**config.mk**
```make
export PLATFORM = sky130hd
export DESIGN_NAME = absmax_int8_quantizer
export DESIGN_NICKNAME = d
export VERILOG_FILES = /design/src/rtl/amq_pkg.sv /design/src/rtl/absmax_int8_quantizer.sv /design/src/rtl/amq_ctrl.sv /design/src/rtl/amq_dp.sv
export SDC_FILE = /design/constraint.sdc
export NUM_CORES = 2
export LEC_CHECK = 0
export BUFFER_PORTS_ARGS = -buffer_cell sky130_fd_sc_hd__buf_2
export CAP_MARGIN = 20
export CORE_UTILIZATION = 40
export CTS_CLUSTER_SIZE = 24
export DETAILED_ROUTE_END_ITERATION = 10
export PLACE_DENSITY_LB_ADDON = 0.25
export SLEW_MARGIN = 20
export SYNTH_ARGS = -nofsm -noshare
export SYNTH_HDL_FRONTEND = slang
export SYNTH_SLANG_ARGS = --single-unit
```
**constraint.sdc**
```tcl
create_clock -name clock -period 13.2 [get_ports clock]
set_input_delay 1.32 -clock clock [delete_from_list [all_inputs] [get_ports clock]]
set_output_delay 1.32 -clock clock [all_outputs]
set_load 0.02 [all_outputs]
```
**src/rtl/amq_pkg.sv**
```systemverilog
`timescale 1ns / 1ps

package amq_pkg;

   // request selector codes
   localparam logic [1:0] CMD_OBSERVE = 2'd0;
   localparam logic [1:0] CMD_CLOSE   = 2'd1;
   localparam logic [1:0] CMD_LOAD    = 2'd2;
   localparam logic [1:0] CMD_QUANT   = 2'd3;

   // result kind codes
   localparam logic KIND_SCALE  = 1'b0;
   localparam logic KIND_WEIGHT = 1'b1;

   localparam logic [31:0] FP_ZERO = 32'h0000_0000;
   localparam logic [31:0] FP_ONE  = 32'h3F80_0000;
   localparam logic [31:0] FP_127  = 32'h42FE_0000;
   localparam logic [31:0] FP_INF  = 32'h7F80_0000;

   localparam int EXP_W     = 12;
   localparam int DIV_STEPS = 25;
   localparam int CNT_W     = $clog2(DIV_STEPS);

   // ceil(2^32 / 127): floor(x / 127) = (x * M) >> 32 for any x below 2^25
   localparam logic [25:0] DIV127_MAGIC = 26'd33818641;

   typedef struct packed {
      logic take;
      logic norm_step;
      logic div_init;
      logic div_step;
      logic cmul;
      logic cfin;
      logic den_step;
      logic pack;
      logic mul;
      logic qfin;
      logic emit;
   } amq_cmd_type;

   typedef struct packed {
      logic go_div;
      logic go_mul;
      logic go_emit;
      logic norm_done;
      logic div_const;
      logic den_done;
      logic pack_again;
      logic pack_emit;
      logic out_busy;
   } amq_sts_type;

endpackage

```
**src/rtl/absmax_int8_quantizer.sv**
```systemverilog
// channel   direction  handshake                 payload
// req_*     in         req_tvalid / req_tready   tuser: cmd; tdata: value
// rsp_*     out        rsp_tvalid / rsp_tready   tuser: kind; tdata: scale_out, q_out
//
// Observe, and load of a non-positive or infinite scale, are handled without leaving idle.
// Quantize goes through normalize, multiply, finish and emit (straight to emit when the
// weight or reciprocal is zero, inf or NaN). Load of a finite positive scale computes
// 1/scale in the one-bit-per-cycle restoring divider. Close computes amax/127 by reciprocal
// multiply, then 1/scale; it goes straight to emit when amax is zero or inf, and emits
// without 1/scale when amax/127 underflows to zero. Subnormal operands add normalization
// shifts, subnormal results add denormal shifts. Reset is synchronous.
// A result waiting on rsp_tready blocks only the next result, not new requests.
`timescale 1ns / 1ps

module absmax_int8_quantizer (
   input  logic        clock,
   input  logic        reset,
   input  logic        req_tvalid,
   output logic        req_tready,
   input  logic [31:0] req_tdata,   // [31:0] value
   input  logic [1:0]  req_tuser,   // [1:0] cmd
   output logic        rsp_tvalid,
   input  logic        rsp_tready,
   output logic [39:0] rsp_tdata,   // [31:0] scale_out, [39:32] q_out
   output logic [0:0]  rsp_tuser    // [0] kind
);

   amq_pkg::amq_cmd_type cmd;
   amq_pkg::amq_sts_type sts;
   logic                 out_kind;
   logic [31:0]          out_scale;
   logic [7:0]           out_q;

   amq_ctrl u_ctrl (
      .clock      (clock),
      .reset      (reset),
      .req_tvalid (req_tvalid),
      .req_tready (req_tready),
      .sts        (sts),
      .cmd        (cmd)
   );

   amq_dp u_dp (
      .clock     (clock),
      .reset     (reset),
      .cmd       (cmd),
      .sts       (sts),
      .req_cmd   (req_tuser),
      .req_value (req_tdata),
      .out_valid (rsp_tvalid),
      .out_ready (rsp_tready),
      .out_kind  (out_kind),
      .out_scale (out_scale),
      .out_q     (out_q)
   );

   assign rsp_tdata = {out_q, out_scale};
   assign rsp_tuser = out_kind;

`ifndef SYNTHESIS
   // a close always produces a response, so the request side stalls right after it
   a_close_stalls: assert property (@(posedge clock) disable iff (reset)
      (req_tvalid && req_tready && req_tuser == amq_pkg::CMD_CLOSE) |=> !req_tready)
      else $error("request accepted right after close");

   a_scale_q_zero: assert property (@(posedge clock) disable iff (reset)
      (rsp_tvalid && rsp_tuser[0] == amq_pkg::KIND_SCALE) |-> rsp_tdata[39:32] == 8'd0)
      else $error("scale response with nonzero q_out");

   a_q_symmetric: assert property (@(posedge clock) disable iff (reset)
      rsp_tvalid |-> rsp_tdata[39:32] != 8'h80)
      else $error("q_out outside symmetric range");
`endif

endmodule

```
**src/rtl/amq_ctrl.sv**
```systemverilog
`timescale 1ns / 1ps

module amq_ctrl (
   input  logic                 clock,
   input  logic                 reset,
   input  logic                 req_tvalid,
   output logic                 req_tready,
   input  amq_pkg::amq_sts_type sts,
   output amq_pkg::amq_cmd_type cmd
);

   localparam logic [3:0] S_IDLE = 4'd0;
   localparam logic [3:0] S_NORM = 4'd1;
   localparam logic [3:0] S_DINIT = 4'd2;
   localparam logic [3:0] S_DIV = 4'd3;
   localparam logic [3:0] S_DEN = 4'd4;
   localparam logic [3:0] S_PACK = 4'd5;
   localparam logic [3:0] S_MUL = 4'd6;
   localparam logic [3:0] S_QFIN = 4'd7;
   localparam logic [3:0] S_EMIT = 4'd8;
   localparam logic [3:0] S_CMUL = 4'd9;
   localparam logic [3:0] S_CFIN = 4'd10;

   logic [3:0]                 state_ff, state_in;
   logic                       is_mul_ff, is_mul_in;
   logic [amq_pkg::CNT_W-1:0]  cnt_ff, cnt_in;

   assign req_tready = (state_ff == S_IDLE);

   always_comb begin
      state_in  = state_ff;
      is_mul_in = is_mul_ff;
      cnt_in    = cnt_ff;
      cmd       = '0;
      unique case (state_ff)
         S_IDLE: begin
            if (req_tvalid) begin
               cmd.take = 1'b1;
               if (sts.go_div) begin
                  is_mul_in = 1'b0;
                  state_in  = S_NORM;
               end else if (sts.go_mul) begin
                  is_mul_in = 1'b1;
                  state_in  = S_NORM;
               end else if (sts.go_emit) begin
                  state_in = S_EMIT;
               end
            end
         end
         S_NORM: begin
            cmd.norm_step = 1'b1;
            if (sts.norm_done) begin
               state_in = is_mul_ff ? S_MUL : S_DINIT;
            end
         end
         S_DINIT: begin
            cmd.div_init = 1'b1;
            // amax / 127 goes through the reciprocal multiply, not the divider
            if (sts.div_const) begin
               state_in = S_CMUL;
            end else begin
               cnt_in   = amq_pkg::CNT_W'(amq_pkg::DIV_STEPS - 1);
               state_in = S_DIV;
            end
         end
         S_DIV: begin
            cmd.div_step = 1'b1;
            if (cnt_ff == '0) begin
               state_in = S_DEN;
            end else begin
               cnt_in = cnt_ff - 1'b1;
            end
         end
         S_CMUL: begin
            cmd.cmul = 1'b1;
            state_in = S_CFIN;
         end
         S_CFIN: begin
            cmd.cfin = 1'b1;
            state_in = S_DEN;
         end
         S_DEN: begin
            cmd.den_step = 1'b1;
            if (sts.den_done) begin
               state_in = S_PACK;
            end
         end
         S_PACK: begin
            cmd.pack = 1'b1;
            if (sts.pack_again) begin
               state_in = S_NORM;
            end else if (sts.pack_emit) begin
               state_in = S_EMIT;
            end else begin
               state_in = S_IDLE;
            end
         end
         S_MUL: begin
            cmd.mul  = 1'b1;
            state_in = S_QFIN;
         end
         S_QFIN: begin
            cmd.qfin = 1'b1;
            state_in = S_EMIT;
         end
         S_EMIT: begin
            if (!sts.out_busy) begin
               cmd.emit = 1'b1;
               state_in = S_IDLE;
            end
         end
         default: begin
            state_in = S_IDLE;
         end
      endcase
   end

   always_ff @(posedge clock) begin
      if (reset) begin
         state_ff  <= S_IDLE;
         is_mul_ff <= 1'b0;
         cnt_ff    <= '0;
      end else begin
         state_ff  <= state_in;
         is_mul_ff <= is_mul_in;
         cnt_ff    <= cnt_in;
      end
   end

endmodule

```
**src/rtl/amq_dp.sv**
```systemverilog
`timescale 1ns / 1ps

module amq_dp (
   input  logic                 clock,
   input  logic                 reset,
   input  amq_pkg::amq_cmd_type cmd,
   output amq_pkg::amq_sts_type sts,
   input  logic [1:0]           req_cmd,
   input  logic [31:0]          req_value,
   output logic                 out_valid,
   input  logic                 out_ready,
   output logic                 out_kind,
   output logic [31:0]          out_scale,
   output logic [7:0]           out_q
);

   localparam int EW = amq_pkg::EXP_W;

   function automatic logic [23:0] sig_of(input logic [31:0] f);
      sig_of = {(f[30:23] != 8'd0), f[22:0]};
   endfunction

   function automatic logic signed [EW-1:0] exp_of(input logic [31:0] f);
      exp_of = (f[30:23] == 8'd0) ? EW'(1) : $signed(EW'(f[30:23]));
   endfunction

   // architectural state
   logic [31:0] amax_ff, amax_in;
   logic [31:0] scale_ff, scale_in;
   logic [31:0] inv_ff, inv_in;

   // working registers
   logic [23:0]          a_sig_ff, a_sig_in, b_sig_ff, b_sig_in;
   logic signed [EW-1:0] a_exp_ff, a_exp_in, b_exp_ff, b_exp_in;
   logic                 neg_ff, neg_in;
   logic                 to_scale_ff, to_scale_in;
   logic                 emit_after_ff, emit_after_in;
   logic [25:0]          rem_ff, rem_in;
   logic [24:0]          quo_ff, quo_in;
   logic                 sticky_ff, sticky_in;
   logic signed [EW-1:0] rexp_ff, rexp_in;
   logic [18:0]          qd_ff, qd_in;
   logic [47:0]          prod_ff, prod_in;
   logic signed [EW-1:0] pexp_ff, pexp_in;
   logic                 kind_pend_ff, kind_pend_in;
   logic [7:0]           q_pend_ff, q_pend_in;
   logic                 out_valid_ff, out_valid_in;
   logic                 out_kind_ff, out_kind_in;
   logic [31:0]          out_scale_ff, out_scale_in;
   logic [7:0]           out_q_ff, out_q_in;

   // request decode
   logic v_nan, v_inf, v_zero, inv_zero, inv_inf, amax_zero, amax_inf;
   logic load_pos, load_fin, q_sat_spec;
   logic [7:0] q_spec;

   // divider / packer
   logic        ge;
   logic [25:0] rem_diff;
   logic        d_guard, d_sticky, d_ru;
   logic [31:0] d_res;
   logic signed [EW-1:0] rexp_m1;
   logic [50:0] cprod;

   // quantize finish
   logic        p_hi, p_guard, p_sticky, p_ru;
   logic [23:0] p_sig_raw, p_sig, p_shifted, p_mask;
   logic [24:0] p_sum;
   logic signed [EW-1:0] xq, sh;
   logic        sat;
   logic [8:0]  t;
   logic        rnz;
   logic [9:0]  tp;
   logic [7:0]  mag;

   assign v_nan     = (req_value[30:23] == 8'hFF) && (req_value[22:0] != 23'd0);
   assign v_inf     = (req_value[30:23] == 8'hFF) && (req_value[22:0] == 23'd0);
   assign v_zero    = (req_value[30:0] == 31'd0);
   assign inv_zero  = (inv_ff[30:0] == 31'd0);
   assign inv_inf   = (inv_ff[30:23] == 8'hFF);
   assign amax_zero = (amax_ff == amq_pkg::FP_ZERO);
   assign amax_inf  = (amax_ff[30:23] == 8'hFF);
   assign load_pos  = !req_value[31] && !v_nan && !v_zero;
   assign load_fin  = load_pos && !v_inf;
   // inf times nonzero saturates; NaN, zero and inf times zero give 0
   assign q_sat_spec = !v_nan && ((v_inf && !inv_zero) || (inv_inf && !v_zero));
   assign q_spec     = q_sat_spec ? (req_value[31] ? 8'h81 : 8'h7F) : 8'h00;

   assign sts.go_div  = ((req_cmd == amq_pkg::CMD_CLOSE) && !amax_zero && !amax_inf) ||
                        ((req_cmd == amq_pkg::CMD_LOAD) && load_fin);
   assign sts.go_mul  = (req_cmd == amq_pkg::CMD_QUANT) && !v_nan && !v_zero && !v_inf &&
                        !inv_zero && !inv_inf;
   assign sts.go_emit = ((req_cmd == amq_pkg::CMD_CLOSE) && (amax_zero || amax_inf)) ||
                        ((req_cmd == amq_pkg::CMD_QUANT) && !sts.go_mul);
   assign sts.norm_done  = a_sig_ff[23] && b_sig_ff[23];
   assign sts.div_const  = to_scale_ff;
   assign sts.den_done   = (rexp_ff > EW'(0)) || (quo_ff == 25'd0);
   assign sts.pack_again = to_scale_ff && (d_res != 32'd0);
   assign sts.pack_emit  = emit_after_ff;
   assign sts.out_busy   = out_valid_ff && !out_ready;

   // divider datapath
   assign ge       = (a_sig_ff >= b_sig_ff);
   assign rem_diff = rem_ff - {2'b00, b_sig_ff};
   assign d_guard  = quo_ff[0];
   assign d_sticky = sticky_ff || (rem_ff != 26'd0);
   assign d_ru     = d_guard && (d_sticky || quo_ff[1]);
   assign rexp_m1  = rexp_ff - EW'(1);
   assign cprod    = rem_ff[24:0] * amq_pkg::DIV127_MAGIC;

   always_comb begin
      if (quo_ff == 25'd0) begin
         d_res = 32'd0;
      end else if (rexp_ff >= EW'(255)) begin
         d_res = amq_pkg::FP_INF;
      end else begin
         d_res = {1'b0, rexp_m1[7:0], 23'd0} + {8'd0, quo_ff[24:1]} + 32'(d_ru);
      end
   end

   // product rounding and conversion to int
   assign p_hi      = prod_ff[47];
   assign p_sig_raw = p_hi ? prod_ff[47:24] : prod_ff[46:23];
   assign p_guard   = p_hi ? prod_ff[23] : prod_ff[22];
   assign p_sticky  = p_hi ? (prod_ff[22:0] != 23'd0) : (prod_ff[21:0] != 22'd0);
   assign p_ru      = p_guard && (p_sticky || p_sig_raw[0]);
   assign p_sum     = {1'b0, p_sig_raw} + 25'(p_ru);
   assign p_sig     = p_sum[24] ? p_sum[24:1] : p_sum[23:0];
   // value = p_sig * 2^xq
   assign xq        = pexp_ff - EW'(300) + (p_hi ? EW'(24) : EW'(23)) +
                      (p_sum[24] ? EW'(1) : EW'(0));
   assign sh        = -(xq + EW'(1));
   assign p_shifted = p_sig >> sh[4:0];
   assign p_mask    = (24'd1 << sh[4:0]) - 24'd1;
   // t = floor(2 * |product|)
   assign t         = (sh > EW'(24)) ? 9'd0 : p_shifted[8:0];
   assign rnz       = (p_sig & p_mask) != 24'd0;
   assign sat       = (xq >= -EW'(16)) || (t > 9'd254) || ((t == 9'd254) && rnz);
   assign tp        = {1'b0, t} + 10'd1;
   assign mag       = sat ? 8'd127 : tp[8:1];

   always_comb begin
      amax_in       = amax_ff;
      scale_in      = scale_ff;
      inv_in        = inv_ff;
      a_sig_in      = a_sig_ff;
      a_exp_in      = a_exp_ff;
      b_sig_in      = b_sig_ff;
      b_exp_in      = b_exp_ff;
      neg_in        = neg_ff;
      to_scale_in   = to_scale_ff;
      emit_after_in = emit_after_ff;
      rem_in        = rem_ff;
      quo_in        = quo_ff;
      sticky_in     = sticky_ff;
      rexp_in       = rexp_ff;
      qd_in         = qd_ff;
      prod_in       = prod_ff;
      pexp_in       = pexp_ff;
      kind_pend_in  = kind_pend_ff;
      q_pend_in     = q_pend_ff;
      out_valid_in  = out_valid_ff && !out_ready;
      out_kind_in   = out_kind_ff;
      out_scale_in  = out_scale_ff;
      out_q_in      = out_q_ff;

      if (cmd.take) begin
         case (req_cmd)
            amq_pkg::CMD_OBSERVE: begin
               if (!v_nan && ({1'b0, req_value[30:0]} > amax_ff)) begin
                  amax_in = {1'b0, req_value[30:0]};
               end
            end
            amq_pkg::CMD_CLOSE: begin
               amax_in       = amq_pkg::FP_ZERO;
               kind_pend_in  = amq_pkg::KIND_SCALE;
               q_pend_in     = 8'd0;
               a_sig_in      = sig_of(amax_ff);
               a_exp_in      = exp_of(amax_ff);
               b_sig_in      = sig_of(amq_pkg::FP_127);
               b_exp_in      = exp_of(amq_pkg::FP_127);
               to_scale_in   = 1'b1;
               emit_after_in = 1'b1;
               if (amax_zero) begin
                  scale_in = amq_pkg::FP_ONE;
                  inv_in   = amq_pkg::FP_ONE;
               end else if (amax_inf) begin
                  scale_in = amq_pkg::FP_INF;
                  inv_in   = amq_pkg::FP_ZERO;
               end
            end
            amq_pkg::CMD_LOAD: begin
               scale_in      = req_value;
               a_sig_in      = sig_of(amq_pkg::FP_ONE);
               a_exp_in      = exp_of(amq_pkg::FP_ONE);
               b_sig_in      = sig_of(req_value);
               b_exp_in      = exp_of(req_value);
               to_scale_in   = 1'b0;
               emit_after_in = 1'b0;
               if (!load_fin) begin
                  inv_in = load_pos ? amq_pkg::FP_ZERO : amq_pkg::FP_ONE;
               end
            end
            default: begin
               neg_in       = req_value[31];
               kind_pend_in = amq_pkg::KIND_WEIGHT;
               q_pend_in    = q_spec;
               a_sig_in     = sig_of(req_value);
               a_exp_in     = exp_of(req_value);
               b_sig_in     = sig_of(inv_ff);
               b_exp_in     = exp_of(inv_ff);
            end
         endcase
      end

      // subnormal operands: one bit of left shift per cycle
      if (cmd.norm_step) begin
         if (!a_sig_ff[23]) begin
            a_sig_in = {a_sig_ff[22:0], 1'b0};
            a_exp_in = a_exp_ff - EW'(1);
         end
         if (!b_sig_ff[23]) begin
            b_sig_in = {b_sig_ff[22:0], 1'b0};
            b_exp_in = b_exp_ff - EW'(1);
         end
      end

      if (cmd.div_init) begin
         rem_in    = ge ? {2'b00, a_sig_ff} : {1'b0, a_sig_ff, 1'b0};
         rexp_in   = a_exp_ff - b_exp_ff + EW'(127) - (ge ? EW'(0) : EW'(1));
         quo_in    = 25'd0;
         sticky_in = 1'b0;
      end

      // restoring division, one quotient bit per cycle
      if (cmd.div_step) begin
         if (rem_ff >= {2'b00, b_sig_ff}) begin
            quo_in = {quo_ff[23:0], 1'b1};
            rem_in = {rem_diff[24:0], 1'b0};
         end else begin
            quo_in = {quo_ff[23:0], 1'b0};
            rem_in = {rem_ff[24:0], 1'b0};
         end
      end

      // divisor 127 * 2^17: quotient = floor(x * 128 / 127) = x + floor(x / 127),
      // and since 128 = 1 mod 127 the remainder is x mod 127
      if (cmd.cmul) begin
         qd_in = cprod[50:32];
      end

      if (cmd.cfin) begin
         quo_in = rem_ff[24:0] + {6'd0, qd_ff};
         rem_in = {1'b0, rem_ff[24:0]} - {qd_ff, 7'd0} + {7'd0, qd_ff};
      end

      // subnormal result: right shift into the denormal range
      if (cmd.den_step && !sts.den_done) begin
         quo_in    = {1'b0, quo_ff[24:1]};
         sticky_in = sticky_ff || quo_ff[0];
         rexp_in   = rexp_ff + EW'(1);
      end

      if (cmd.pack) begin
         if (to_scale_ff) begin
            scale_in = d_res;
            if (d_res != 32'd0) begin
               // chain the reciprocal of the new scale
               a_sig_in    = sig_of(amq_pkg::FP_ONE);
               a_exp_in    = exp_of(amq_pkg::FP_ONE);
               b_sig_in    = sig_of(d_res);
               b_exp_in    = exp_of(d_res);
               to_scale_in = 1'b0;
            end else begin
               inv_in = amq_pkg::FP_ONE;
            end
         end else begin
            inv_in = d_res;
         end
      end

      if (cmd.mul) begin
         prod_in = a_sig_ff * b_sig_ff;
         pexp_in = a_exp_ff + b_exp_ff;
      end

      if (cmd.qfin) begin
         q_pend_in = neg_ff ? (8'd0 - mag) : mag;
      end

      if (cmd.emit) begin
         out_valid_in = 1'b1;
         out_kind_in  = kind_pend_ff;
         out_scale_in = scale_ff;
         out_q_in     = q_pend_ff;
      end
   end

   always_ff @(posedge clock) begin
      if (reset) begin
         amax_ff      <= amq_pkg::FP_ZERO;
         scale_ff     <= amq_pkg::FP_ONE;
         inv_ff       <= amq_pkg::FP_ONE;
         out_valid_ff <= 1'b0;
      end else begin
         amax_ff      <= amax_in;
         scale_ff     <= scale_in;
         inv_ff       <= inv_in;
         out_valid_ff <= out_valid_in;
      end
   end

   always_ff @(posedge clock) begin
      a_sig_ff      <= a_sig_in;
      a_exp_ff      <= a_exp_in;
      b_sig_ff      <= b_sig_in;
      b_exp_ff      <= b_exp_in;
      neg_ff        <= neg_in;
      to_scale_ff   <= to_scale_in;
      emit_after_ff <= emit_after_in;
      rem_ff        <= rem_in;
      quo_ff        <= quo_in;
      sticky_ff     <= sticky_in;
      rexp_ff       <= rexp_in;
      qd_ff         <= qd_in;
      prod_ff       <= prod_in;
      pexp_ff       <= pexp_in;
      kind_pend_ff  <= kind_pend_in;
      q_pend_ff     <= q_pend_in;
      out_kind_ff   <= out_kind_in;
      out_scale_ff  <= out_scale_in;
      out_q_ff      <= out_q_in;
   end

   assign out_valid = out_valid_ff;
   assign out_kind  = out_kind_ff;
   assign out_scale = out_scale_ff;
   assign out_q     = out_q_ff;

endmodule
```
==> results.sh <==
export IMPL_hold_class="flip-flop to flip-flop"
export IMPL_synth_top_family_by_area="adder cells"
export IMPL_die_x_um=357
export IMPL_cts_setup_buffers=0
export IMPL_core_area_um2=124000
export IMPL_synth_edf_count=194
export IMPL_r2r_end="u_dp.q_pend_ff[6]"
export IMPL_final_period_utilization_pct=75.7
export IMPL_end_kind="flip-flop"
export IMPL_path_max_fanout=68
export IMPL_crit_type="flip-flop to flip-flop"
export IMPL_synthAdderAreaFrac_pct=35.2
export IMPL_ys_warn_count=0
export IMPL_finalSetupTns_ns=0
export IMPL_crit_path_top_delay_cell="buf_4"
export IMPL_p_leak_nw=23.8
export IMPL_synthMuxAreaShare_pct=1.83
export IMPL_grt_usage_pct=25.4
export IMPL_synth_top_area_share_pct=21.3
export IMPL_clock_skew_ns=0.0350
export IMPL_cts_sinks=373
export IMPL_arrival_ns=10.34
export IMPL_cts_hold_buffers=0
export IMPL_worst_pin_slew_ns=1.07
export IMPL_rows=129
export IMPL_portBuffers=80
export IMPL_ys_seq_area_share_pct=18.7
export IMPL_multi_input_area_um2=36800
export IMPL_cp_required_ns=13.56
export IMPL_drc=0
export IMPL_hpwl_um=124000
export IMPL_drive_above_1_share_pct=5.89
export IMPL_seq_power_share_pct=14.5
export IMPL_path_clk_slew_ns=0.05
export IMPL_yosys_area_share_xor_xnor_pct=3.73
export IMPL_cts_root_buf="clkbuf_16"
export IMPL_syn_inst=5870
export IMPL_antenna_left=0
export IMPL_final_nets=6922
export IMPL_wl_um=163000
export IMPL_max_freq_ghz=0.100
export IMPL_crit_top_cell="ha_1"
export IMPL_max_cap_violations=0
export IMPL_cts_resized=0
export IMPL_worstSetupStartpointType="flip-flop"
export IMPL_place_congestion=0.941
export IMPL_synth_area_um2=50400
export IMPL_r2r_start="u_dp.prod_ff[47]"
export IMPL_ys_types=104
export IMPL_max_stage_delay_ns=0.57
export IMPL_p_sw_share_pct=51.8
export IMPL_hold_viol=0
export IMPL_vias=42500
export IMPL_drt_pass1_iterations=6
export IMPL_slew_violations=0
export IMPL_cts_made_buffers=44
export IMPL_dr_first_iter_drc_count=3379
export IMPL_ys_ff_latch=373
export IMPL_yosys_area_share_simple_pct=17.1
export IMPL_dieHeight_um=357
export IMPL_switchingPower_w=0.00692
export IMPL_antenna_found_initial=4
export IMPL_yosys_area_top_type="fa_1"
export IMPL_register_area_um2=9410
export IMPL_cp_startpoint="u_dp.prod_ff[47]"
export IMPL_peakVddDrop_mv=0.227
export IMPL_relSlewSlack_pct=28.7
export IMPL_cts_tree="done"
export IMPL_fill_cells=12300
export IMPL_syn_avg_cell_area_um2=8.59
export IMPL_start_util_pct=40.5
export IMPL_status="completed"
export IMPL_fin_area_um2=54000
export IMPL_grt_max_degree=106
export IMPL_grt_setup_unrepaired="no"
export IMPL_ff2ff_path_depth=34
export IMPL_pwr_share_comb_pct=76.2
export IMPL_die_area_um2=128000
export IMPL_grt_pass1_wl_um=251000
export IMPL_pin_count=81
export IMPL_setup_violations_final=0
export IMPL_synth_area_leaders="fa_1 21%, ha_1 14%, edfxtp_1 12%"
export IMPL_dpl_cell_area_um2=52500
export IMPL_fin_crit_ns=9.99
export IMPL_synth_compound_area_share_pct=14.9
export IMPL_clockBufferDepth=3
export IMPL_wl_per_cell_um=21.8
export IMPL_syn_num_nets=7004
export IMPL_grt_pass1_vias=41800
export IMPL_async_flop_share_pct=0
export IMPL_cp_endpoint="u_dp.q_pend_ff[6]"
export IMPL_power_density_nw_per_um2=248
export IMPL_intPower_w=0.00644
export IMPL_area_delta_synth_final_pct=7.04
export IMPL_synth_flop_cell="edfxtp_1"
export IMPL_grt_ovfl_total=0
export IMPL_power_frac_clock_pct=9.4
export IMPL_routed_via_density=5.69
export IMPL_r2r_setup_slack_ns=3.21
export IMPL_clock_latency_ns=0.64
export IMPL_cts_max_level=2
[power groups by stage]
stage / clock (W) / sequential (W) / combinational (W)
finish: 0.00125 / 0.00193 / 0.0102
global route: 0.00131 / 0.00195 / 0.0115
CTS: 0.00127 / 0.00192 / 0.0102
detailed placement: 0 / 0.00195 / 0.0101
global placement: 0 / 0.00194 / 0.00995
floorplan: 0 / 0.00186 / 0.00728
[kinds of logic (layout without fill, tap and decap cells)]
kind of cell / after synthesis / in the layout
muxes: 87 / 87
and+or+nand+nor: 1816 / 1816
AOI/OAI and AO/OA: 1145 / 1145
buffers and inverters: 1138 / 1091
DFF: 373 / 373
adders and majority gates: 1097 / 1097
xor gates and xnor gates: 214 / 214
other: 0 / 3
[routing by layer]
layer  track usage, %  routed length (um)
met3             3.61               11700
met2             39.7               71600
met5                0                  20
met4             9.08                6300
met1             35.7               72900
[worst min-delay path by stage]
stage / start / endpoint / slack (ns) / cells after the start
CTS: u_dp.q_pend_ff[6] / u_dp.out_q[6] / 0.42 / 0
floorplan: u_dp.kind_pend_ff / u_dp.out_kind / 0.40 / 0
finish: u_dp.q_pend_ff[6] / u_dp.out_q[6] / 0.42 / 0
detailed placement: u_dp.q_pend_ff[6] / u_dp.out_q[6] / 0.41 / 0
global route: u_dp.q_pend_ff[5] / u_dp.out_q[5] / 0.44 / 0
global placement: u_dp.q_pend_ff[5] / u_dp.out_q[5] / 0.41 / 0
[registers in the layout, indices dropped and copies added, names as in the netlist, 4 cells and up]
name	count
u_dp.rexp_ff	12
u_dp.b_exp_ff	12
u_dp.quo_ff	25
u_dp.out_scale	32
u_dp.a_exp_ff	12
u_ctrl.state_ff	4
u_ctrl.cnt_ff	5
u_dp.qd_ff	19
u_dp.prod_ff	48
u_dp.q_pend_ff	8
u_dp.a_sig_ff	24
u_dp.amax_ff	31
u_dp.scale_ff	32
u_dp.inv_ff	31
u_dp.b_sig_ff	24
u_dp.rem_ff	26
u_dp.pexp_ff	12
u_dp.out_q	8
[placed cells by master (no fill, tap or decap), types with 57 or more instances in the layout]
cell type	count
inv_1	818
nand2_1	701
ha_1	559
fa_1	536
nor2_1	391
a21oi_1	281
o21ai_0	253
and2_1	201
edfxtp_1	194
dfxtp_1	179
xnor2_1	132
buf_4	107
nand3_1	82
xor2_1	80
nor3_1	80
buf_2	79
mux2i_1	73
a21o_1	70
a22oi_1	69
nand4_1	58
nor4_1	57
[stage by stage]
step	worst slack, ns	utilization, %	total power (W)	hold slack [ns]	std cells
final	3.21	43.4	0.0134	0.420	7463
after global routing	2.66	43.4	0.0148	0.437	7460
after CTS	3.33	43.4	0.0134	0.424	7460
after detailed placement	3.38	42.2	0.0120	0.411	7379
after global placement	3.29	42.2	0.0119	0.405	7379
after floorplan	3.93	-	0.00914	0.400	5870
[worst max-delay path, delay by kind of cell (launching register included)]
family                   cells  cell delay, ns
AO/OA/AOI/OAI               11            3.30
XOR/XNOR                     1            0.20
adder cells (fa/ha/maj)      6            1.59
buffers and inverters        5            1.13
flip-flops                   1            0.33
multiplexers                 2            0.50
AND/OR/NAND/NOR              9            2.60
[cell usage after synthesis, types with 14 or more instances]
library cell / n
buf_1: 14
o22ai_1: 31
o221ai_1: 16
inv_1: 818
a31oi_1: 33
a21oi_1: 281
or2_2: 18
nand3_1: 82
o21ai_0: 256
a211oi_1: 41
edfxtp_1: 194
o31ai_1: 35
o211ai_1: 54
xnor2_1: 132
nand4_1: 58
or3_1: 28
nor4_1: 57
a221o_1: 20
nand2_1: 701
fa_1: 536
ha_1: 560
nor3_1: 81
nand2b_1: 51
and2_1: 202
nor2_1: 396
nor2b_1: 35
o21a_1: 28
clkbuf_1: 282
a21o_1: 70
a22oi_1: 69
mux2i_1: 73
a22o_1: 21
o21bai_1: 32
or4_1: 21
and3_1: 32
dfxtp_1: 179
a221oi_1: 25
xor2_1: 81
[cell type report]
cell class                      instances  area share [%]
Multi-Input combinational cell       4359            68.1
Sequential cell                       373            17.4
Inverter                              823            5.72
Tap cell                             1637            3.79
Clock buffer                           58            2.33
Timing Repair Buffer                  187            2.24
Clock inverter                         23           0.362
Antenna cell                            3          0.0139
(Power assumes the default switching activity.)
